[config.mk]
export PLATFORM = sky130hd
export DESIGN_NAME = sensor_frame_crc_check_convert
export DESIGN_NICKNAME = d
export VERILOG_FILES = /design/src/sfcc_pkg.sv /design/src/sensor_frame_crc_check_convert.sv
export SDC_FILE = /design/constraint.sdc
export NUM_CORES = 2
export LEC_CHECK = 0
export ABC_AREA = 0
export BUFFER_PORTS_ARGS = -buffer_cell sky130_fd_sc_hd__buf_2
export CELL_PAD_IN_SITES_DETAIL_PLACEMENT = 2
export CELL_PAD_IN_SITES_GLOBAL_PLACEMENT = 2
export CORE_MARGIN = 2
export CORE_UTILIZATION = 33
export CTS_CLUSTER_SIZE = 30
export DETAILED_ROUTE_END_ITERATION = 6
export PLACE_DENSITY_LB_ADDON = 0.1
export SLEW_MARGIN = 20
export SYNTH_ARGS = -nofsm -noshare
export SYNTH_HDL_FRONTEND = slang
export SYNTH_SLANG_ARGS = --single-unit
[constraint.sdc]
create_clock -name clk -period 14.6 [get_ports clk]
set_input_delay 2.19 -clock clk [delete_from_list [all_inputs] [get_ports clk]]
set_output_delay 2.19 -clock clk [all_outputs]
set_load 0.1 [all_outputs]
[src/sfcc_pkg.sv]
`default_nettype none

package sfcc_pkg;

  // frame kinds
  localparam logic [1:0] FUNC_TEMP   = 2'd0;
  localparam logic [1:0] FUNC_HUM    = 2'd1;
  localparam logic [1:0] FUNC_STATUS = 2'd2;

  // register map, word index = paddr[3:2]
  localparam int unsigned CFG_ADDR_W = 4;
  localparam logic [1:0] REG_TEMP_CMD   = 2'd0;
  localparam logic [1:0] REG_HUM_CMD    = 2'd1;
  localparam logic [1:0] REG_STATUS_CMD = 2'd2;

  localparam logic [7:0] TEMP_CMD_RESET   = 8'd3;
  localparam logic [7:0] HUM_CMD_RESET    = 8'd5;
  localparam logic [7:0] STATUS_CMD_RESET = 8'd7;

  localparam logic [7:0] CRC_POLY = 8'h31;

  // temperature: x = raw - 3970, u = x + 25*1470 >= 0, q = u/25 via reciprocal
  localparam logic [16:0] TEMP_U_OFFSET = 17'd32780;
  localparam logic [17:0] TEMP_RECIP    = 18'd167773;   // ceil(2^22 / 25)
  localparam int unsigned TEMP_RECIP_SH = 22;
  localparam logic [16:0] TEMP_DIV      = 17'd25;
  localparam logic [31:0] TEMP_Q_BIAS   = 32'd1470;

  // humidity: result = round(64*m / 5^9), m = n / 5
  // A = 64*73400000*s - 64*3191*s^2 + bias, bias folds the constant term,
  // the half-step and 2^28 * 5^9 to keep A positive
  localparam logic [27:0] HUM_LIN_K   = 28'd73400000;
  localparam logic [17:0] HUM_SQ_K    = 18'd204224;
  localparam logic [50:0] HUM_BIAS    = 51'd524026010576562;
  localparam logic [31:0] HUM_RECIP   = 32'd2305843009;  // floor(2^52 / 5^9)
  localparam logic [20:0] HUM_DEN     = 21'd1953125;
  localparam logic [22:0] HUM_DEN_X2  = 23'd3906250;
  localparam logic [31:0] HUM_Q_BIAS  = 32'd268435456;

  typedef struct packed {
    logic [1:0] func;
    logic [7:0] first_byte;
    logic [7:0] second_byte;
    logic [7:0] check_byte;
  } frame_t;

  typedef struct packed {
    logic               crc_ok;
    logic signed [15:0] raw_value;
    logic signed [31:0] measured_value;
  } result_t;

endpackage

`default_nettype wire

[src/sensor_frame_crc_check_convert.sv]
`default_nettype none

// channel   dir  payload    handshake
// frame     in   frame_t    frame_valid / frame_stall
// result    out  result_t   result_valid / result_stall
// config    in   APB        psel penable pwrite paddr pwdata prdata pready
//
// Six register stages, one request per cycle unless result_stall holds the pipeline.
// The humidity path sets the depth: polynomial, reciprocal multiply,
// back-multiply for the remainder, then the final correction.
// Synchronous reset clears the valid bits and loads the default commands.
// Each stage holds while the one after it is full and stalled; bubbles close up.
module sensor_frame_crc_check_convert
  import sfcc_pkg::*;
(
  input  wire logic                  clk,
  input  wire logic                  rst,
  input  wire logic                  frame_valid,
  output      logic                  frame_stall,
  input  wire frame_t                frame,
  output      logic                  result_valid,
  input  wire logic                  result_stall,
  output      result_t               result,
  input  wire logic                  psel,
  input  wire logic                  penable,
  input  wire logic                  pwrite,
  input  wire logic [CFG_ADDR_W-1:0] paddr,
  input  wire logic [31:0]           pwdata,
  output      logic [31:0]           prdata,
  output      logic                  pready
);

  function automatic logic [7:0] crc8_byte(input logic [7:0] crc_in, input logic [7:0] b);
    logic [7:0] c;
    c = crc_in ^ b;
    for (int i = 0; i < 8; i++) begin
      c = c[7] ? ({c[6:0], 1'b0} ^ CRC_POLY) : {c[6:0], 1'b0};
    end
    return c;
  endfunction

  function automatic logic [7:0] rev8(input logic [7:0] v);
    logic [7:0] r;
    for (int i = 0; i < 8; i++) begin
      r[7-i] = v[i];
    end
    return r;
  endfunction

  // round(r * 16384 / 25)
  function automatic logic [13:0] temp_frac(input logic [4:0] r);
    logic [13:0] f;
    case (r)
      5'd0:    f = 14'd0;
      5'd1:    f = 14'd655;
      5'd2:    f = 14'd1311;
      5'd3:    f = 14'd1966;
      5'd4:    f = 14'd2621;
      5'd5:    f = 14'd3277;
      5'd6:    f = 14'd3932;
      5'd7:    f = 14'd4588;
      5'd8:    f = 14'd5243;
      5'd9:    f = 14'd5898;
      5'd10:   f = 14'd6554;
      5'd11:   f = 14'd7209;
      5'd12:   f = 14'd7864;
      5'd13:   f = 14'd8520;
      5'd14:   f = 14'd9175;
      5'd15:   f = 14'd9830;
      5'd16:   f = 14'd10486;
      5'd17:   f = 14'd11141;
      5'd18:   f = 14'd11796;
      5'd19:   f = 14'd12452;
      5'd20:   f = 14'd13107;
      5'd21:   f = 14'd13763;
      5'd22:   f = 14'd14418;
      5'd23:   f = 14'd15073;
      5'd24:   f = 14'd15729;
      default: f = 14'd0;
    endcase
    return f;
  endfunction

  // ---------------- configuration ----------------
  logic [7:0] temp_cmd;
  logic [7:0] hum_cmd;
  logic [7:0] status_cmd;
  logic       cfg_write;

  assign pready    = 1'b1;
  assign cfg_write = psel && penable && pwrite;

  always_ff @(posedge clk) begin
    if (rst) begin
      temp_cmd   <= TEMP_CMD_RESET;
      hum_cmd    <= HUM_CMD_RESET;
      status_cmd <= STATUS_CMD_RESET;
    end else if (cfg_write) begin
      unique case (paddr[3:2])
        REG_TEMP_CMD:   temp_cmd   <= pwdata[7:0];
        REG_HUM_CMD:    hum_cmd    <= pwdata[7:0];
        REG_STATUS_CMD: status_cmd <= pwdata[7:0];
        default: ;
      endcase
    end
  end

  always_comb begin
    unique case (paddr[3:2])
      REG_TEMP_CMD:   prdata = {24'd0, temp_cmd};
      REG_HUM_CMD:    prdata = {24'd0, hum_cmd};
      REG_STATUS_CMD: prdata = {24'd0, status_cmd};
      default:        prdata = 32'd0;
    endcase
  end

  // ---------------- pipeline flow ----------------
  logic v1, v2, v3, v4, v5, v6;
  logic rdy1, rdy2, rdy3, rdy4, rdy5, rdy6;

  assign rdy6 = !v6 || !result_stall;
  assign rdy5 = !v5 || rdy6;
  assign rdy4 = !v4 || rdy5;
  assign rdy3 = !v3 || rdy4;
  assign rdy2 = !v2 || rdy3;
  assign rdy1 = !v1 || rdy2;
  assign frame_stall = !rdy1;

  always_ff @(posedge clk) begin
    if (rst) begin
      v1 <= 1'b0;
      v2 <= 1'b0;
      v3 <= 1'b0;
      v4 <= 1'b0;
      v5 <= 1'b0;
      v6 <= 1'b0;
    end else begin
      if (rdy1) v1 <= frame_valid;
      if (rdy2) v2 <= v1;
      if (rdy3) v3 <= v2;
      if (rdy4) v4 <= v3;
      if (rdy5) v5 <= v4;
      if (rdy6) v6 <= v5;
    end
  end

  // ---------------- stage 1: decode, CRC over command ----------------
  logic [1:0]         func1;
  logic [7:0]         b0_1, b1_1, chk1, crc1;
  logic signed [15:0] raw1;
  logic [16:0]        u1;
  logic [7:0]         cmd_sel;
  logic signed [15:0] raw_sel;

  always_comb begin
    case (frame.func)
      FUNC_TEMP: begin
        cmd_sel = temp_cmd;
        raw_sel = {frame.first_byte, frame.second_byte};
      end
      FUNC_HUM: begin
        cmd_sel = hum_cmd;
        raw_sel = {frame.first_byte, frame.second_byte};
      end
      FUNC_STATUS: begin
        cmd_sel = status_cmd;
        raw_sel = {8'd0, frame.first_byte};
      end
      default: begin
        cmd_sel = 8'd0;
        raw_sel = 16'sd0;
      end
    endcase
  end

  always_ff @(posedge clk) begin
    if (rdy1) begin
      func1 <= frame.func;
      b0_1  <= frame.first_byte;
      b1_1  <= frame.second_byte;
      chk1  <= frame.check_byte;
      crc1  <= crc8_byte(8'd0, cmd_sel);
      raw1  <= raw_sel;
      u1    <= 17'(raw_sel) + TEMP_U_OFFSET;
    end
  end

  // ---------------- stage 2: CRC first byte, products ----------------
  logic [1:0]         func2;
  logic [7:0]         b1_2, chk2, crc2;
  logic signed [15:0] raw2;
  logic [30:0]        sq2;
  logic signed [43:0] lin2;
  logic [34:0]        tq2;
  logic [16:0]        u2;
  logic signed [31:0] sq_full;

  assign sq_full = raw1 * raw1;

  always_ff @(posedge clk) begin
    if (rdy2) begin
      func2 <= func1;
      b1_2  <= b1_1;
      chk2  <= chk1;
      crc2  <= crc8_byte(crc1, b0_1);
      raw2  <= raw1;
      sq2   <= sq_full[30:0];
      lin2  <= 44'(raw1) * $signed({16'd0, HUM_LIN_K});
      tq2   <= 35'(u1) * 35'(TEMP_RECIP);
      u2    <= u1;
    end
  end

  // ---------------- stage 3: CRC second byte, polynomial, temp quotient ----------------
  logic [1:0]         func3;
  logic [7:0]         chk3, crc3;
  logic signed [15:0] raw3;
  logic [48:0]        acc3;
  logic [11:0]        qt3;
  logic [4:0]         rt3;
  logic [11:0]        qt_c;
  logic [16:0]        qt_back;
  logic [16:0]        rt_wide;
  logic [50:0]        sq_term;
  logic [50:0]        hum_acc;

  assign qt_c    = tq2[TEMP_RECIP_SH+11:TEMP_RECIP_SH];
  assign qt_back = 17'(qt_c) * TEMP_DIV;
  assign rt_wide = u2 - qt_back;
  assign sq_term = 51'(sq2) * 51'(HUM_SQ_K);
  assign hum_acc = (51'(lin2) << 6) - sq_term + HUM_BIAS;

  always_ff @(posedge clk) begin
    if (rdy3) begin
      func3 <= func2;
      chk3  <= chk2;
      crc3  <= (func2 == FUNC_STATUS) ? crc2 : crc8_byte(crc2, b1_2);
      raw3  <= raw2;
      acc3  <= hum_acc[48:0];
      qt3   <= qt_c;
      rt3   <= rt_wide[4:0];
    end
  end

  // ---------------- stage 4: CRC compare, temp result, reciprocal ----------------
  logic [1:0]         func4;
  logic               ok4;
  logic signed [15:0] raw4;
  logic [48:0]        acc4;
  logic [60:0]        prod4;
  logic [31:0]        tmeas4;

  always_ff @(posedge clk) begin
    if (rdy4) begin
      func4  <= func3;
      ok4    <= (rev8(crc3) == chk3);
      raw4   <= raw3;
      acc4   <= acc3;
      prod4  <= 61'(acc3[48:20]) * 61'(HUM_RECIP);
      tmeas4 <= ((32'(qt3) - TEMP_Q_BIAS) << 14) + 32'(temp_frac(rt3));
    end
  end

  // ---------------- stage 5: quotient estimate and remainder ----------------
  logic [1:0]         func5;
  logic               ok5;
  logic signed [15:0] raw5;
  logic [28:0]        qe5;
  logic [22:0]        rem5;
  logic [31:0]        tmeas5;
  logic [28:0]        qe_c;
  logic [48:0]        qd;
  logic [48:0]        rem_wide;

  assign qe_c     = prod4[60:32];
  assign qd       = 49'(qe_c) * 49'(HUM_DEN);
  assign rem_wide = acc4 - qd;

  always_ff @(posedge clk) begin
    if (rdy5) begin
      func5  <= func4;
      ok5    <= ok4;
      raw5   <= raw4;
      qe5    <= qe_c;
      rem5   <= rem_wide[22:0];
      tmeas5 <= tmeas4;
    end
  end

  // ---------------- stage 6: correction, result register ----------------
  logic [28:0] q_fix;
  result_t     res_next;

  always_comb begin
    if (rem5 >= HUM_DEN_X2) begin
      q_fix = qe5 + 29'd2;
    end else if (rem5 >= 23'(HUM_DEN)) begin
      q_fix = qe5 + 29'd1;
    end else begin
      q_fix = qe5;
    end
  end

  always_comb begin
    res_next.crc_ok    = ok5;
    res_next.raw_value = raw5;
    case (func5)
      FUNC_TEMP:   res_next.measured_value = tmeas5;
      FUNC_HUM:    res_next.measured_value = 32'(q_fix) - HUM_Q_BIAS;
      FUNC_STATUS: res_next.measured_value = 32'sd0;
      default: begin
        res_next.crc_ok         = 1'b0;
        res_next.raw_value      = 16'sd0;
        res_next.measured_value = 32'sd0;
      end
    endcase
  end

  always_ff @(posedge clk) begin
    if (rdy6) begin
      result <= res_next;
    end
  end

  assign result_valid = v6;

endmodule

`default_nettype wire
==> results.py <==
metrics = {
    "detailed_routing": {
        "drt_iter0_markers": 1602,
        "ant_nets": 0,
        "dr_total_vias": 42470,
        "drc": 0,
        "routed_wl_um": 192400,
        "firstDrtPassIters": 5,
        "routedWlPerCell_um": 21.33,
        "avgViaCountPerCell": 4.710,
    },
    "global_routing": {
        "grt_pass1_wl_um": 299600,
        "grt_pass1_vias": 49560,
        "grt_overflow_total": 0,
        "antenna_found_initial": 13,
        "grt_usage_pct": 18.88,
        "grt_max_degree": 64,
    },
    "setup_path": {
        "cp_slowest_cell": "a2111oi_1",
        "worst-path-max-fanout": 6,
        "start_kind": "flip-flop",
        "slowest_delay_ns": 0.75,
        "crit_type": "flip-flop to flip-flop",
        "cp-end-kind": "flip-flop",
        "crit_required_ns": 14.98,
        "arrival_ns": 8.98,
    },
    "clocking": {
        "clock_latency_ns": 0.68,
        "cts_setup_buffers": 0,
        "numCtsBuffers": 70,
        "cts-root-buf": "clkbuf_16",
        "cts_hold_buf": 0,
        "post_cts_resized": 0,
        "clkTransAtPathRegs_ns": 0.06,
        "clockBufferDepth": 3,
        "cts_tree": "built",
        "clock-sinks": 556,
        "cts_max_level": 3,
    },
    "sta": {
        "skew_ns": 0.03642,
        "fmax_mhz": 116.3,
        "setup_violations": 0,
        "max_slew_margin_pct": 28.75,
        "rsz0062_at_grt": "false",
        "hold_viol": 0,
        "fin_crit_sh_pct": 58.90,
        "fin_tns_setup_ns": 0,
        "whs_ns": 0.3944,
        "worstMarginPinSlew_ns": 1.069,
        "post-route-min-period_ns": 8.599,
        "drv_slew": 0,
    },
    "worst_hold_path": {
        "hold_path_class": "flip-flop to flip-flop",
    },
    "finish": {
        "seqCellArea_um2": 16260,
        "final_util_pct": 36.33,
        "syn_to_final_growth_pct": 9.274,
        "final_nets": 8396,
        "final.fill_count": 21580,
        "post_route_cells_drive_above_1_share_pct": 4.714,
        "multiInputGateArea_um2": 44750,
        "final_cell_area_um2": 73500,
    },
    "logic_synthesis": {
        "dominantRegCellSynth": "edfxtp_1",
        "synth_edf_count": 512,
        "seq_area_frac_synth_pct": 24.17,
        "synth-warning-count": 0,
        "syn_area_um2": 67270,
        "synth_area_per_cell_um2": 10.97,
        "syn_inst": 6130,
        "ys_ff_latch": 556,
        "synthDistinctLibCells": 86,
        "async_flop_share_pct": 0,
    },
    "job": {
        "cap_violations": 0,
    },
    "floorplan": {
        "initial_utilization_pct": 33.25,
        "coreArea_um2": 202300,
        "die_width_um": 455.5,
        "io_pins": 153,
        "die_h_um": 455.5,
        "fp-row-count": 165,
        "die_area_um2": 207500,
    },
    "placed_design": {
        "gp_congestion": 0.8147,
        "placed_area_um2": 71150,
        "hpwl_um": 164500,
        "io_buffers": 101,
    },
    "outcome": {
        "outcome": "finished clean",
    },
}
## cell usage after synthesis, types with 10 or more instances
cell / n / area [um^2]
dfxtp_1: 44 / 880.8
edfxtp_1: 512 / 15370
nand2_1: 214 / 803.3
a311oi_1: 11 / 96.34
nand4_1: 23 / 143.9
a31oi_1: 20 / 125.1
xnor2_1: 260 / 2277
nand2b_1: 34 / 212.7
nor4_1: 10 / 62.56
o211ai_1: 12 / 90.09
a211o_1: 12 / 105.1
and3_1: 26 / 162.7
clkbuf_1: 53 / 198.9
buf_4: 28 / 210.2
nor3_1: 50 / 250.2
xor2_1: 96 / 840.8
a21oi_1: 205 / 1026
a21o_1: 95 / 713.2
a211oi_1: 45 / 337.8
or3_1: 14 / 87.58
o21ai_0: 129 / 645.6
fa_1: 985 / 19720
and2_1: 44 / 275.3
or2_2: 11 / 68.82
o21bai_1: 27 / 202.7
ha_1: 1056 / 13210
o21a_1: 38 / 285.3
inv_1: 1579 / 5927
nor2b_1: 39 / 244.0
nor2_1: 231 / 867.1
mux2i_1: 42 / 420.4
nand3_1: 51 / 255.2
## routing by layer
metal,up-vias,global-route usage (%),wire length [um]
met5,-,0,31
met4,6,4.544,4692
met3,174,2.020,4217
met2,363,32.80,94950
met1,22040,25.15,88480
li1,19890,-,-
## final timing paths
kind                                start         to  slack (ns)  cells after the start
worst min-delay path            flip-flop  tmeas4[7]        0.39                      0
worst max-delay path               sq2[8]   acc3[48]        6.00                     29
worst min register to register  flip-flop  tmeas4[7]        0.39                      0
worst max register to register     sq2[8]   acc3[48]        6.00                     29
## layout make-up
class                      count  area share (%)
antenna                        2        0.006809
inverter                    1587           8.111
multi-input combinational   3923           60.89
sequential                   556           22.12
tap                         2672           4.548
timing repair buffer         148           1.178
clock buffer                  95           2.620
clock inverter                34          0.5345
## flip-flops by register name, summed over array words and instances (netlist names), 12 cells and up, named ones only
register  cells
raw1         16
tmeas4       27
raw5         16
rem5         22
acc3         41
raw2         16
result       46
raw4         16
tmeas5       27
raw3         16
sq2          29
tq2          12
u1           15
qt3          12
lin2         36
prod4        30
qe5          29
acc4         14
## logic make-up (layout without fill, tap and decap cells)
kind of cell             count (synthesis)  count (layout)  synth area share, %
XOR/XNOR                               356             356                4.635
buffers and inverters                 1674            1864                9.501
flip-flops                             556             556                24.17
adder cells (fa/ha/maj)               2041            2041                48.96
multiplexers                            45              45               0.6752
AND/OR/NAND/NOR                        770             770                5.402
other                                    2              27              0.01116
AO/OA/AOI/OAI                          686             686                6.652
## cell usage in the layout (no fill, tap or decap), drive strengths merged, types with 14 or more instances in the layout
master and count:
a211oi 49, a21o 95, a21oi 205, a31oi 20
and2 44, and3 27, buf 148, clkbuf 95
clkinv 28, conb 25, dfxtp 44, edfxtp 512
fa 985, ha 1056, inv 1586, mux2i 42
nand2 214, nand2b 34, nand3 51, nand4 23
nor2 232, nor2b 39, nor3 50, o21a 38
o21ai 134, o21bai 27, or3 14, xnor2 260
xor2 96
## worst max-delay path, delay by kind of cell (launching register included)
kind / cells / cell delay, ns
compound gates: 13 / 3.21
xor+xnor: 3 / 0.72
fa+ha+maj: 7 / 3.21
buf+inv: 4 / 0.22
flops: 1 / 0.63
simple gates: 2 / 0.31
## metrics by stage
step	std cells	setup WS, ns
after floorplan	6153	6.672
after global placement	8885	6.065
after detailed placement	8885	5.916
after CTS	9014	5.838
after global routing	9017	5.443
final	9017	6.001
Power is left out: the tool's default activity adds up to more than one toggle a clock period on the data nets, which glitch-free logic cannot reach.
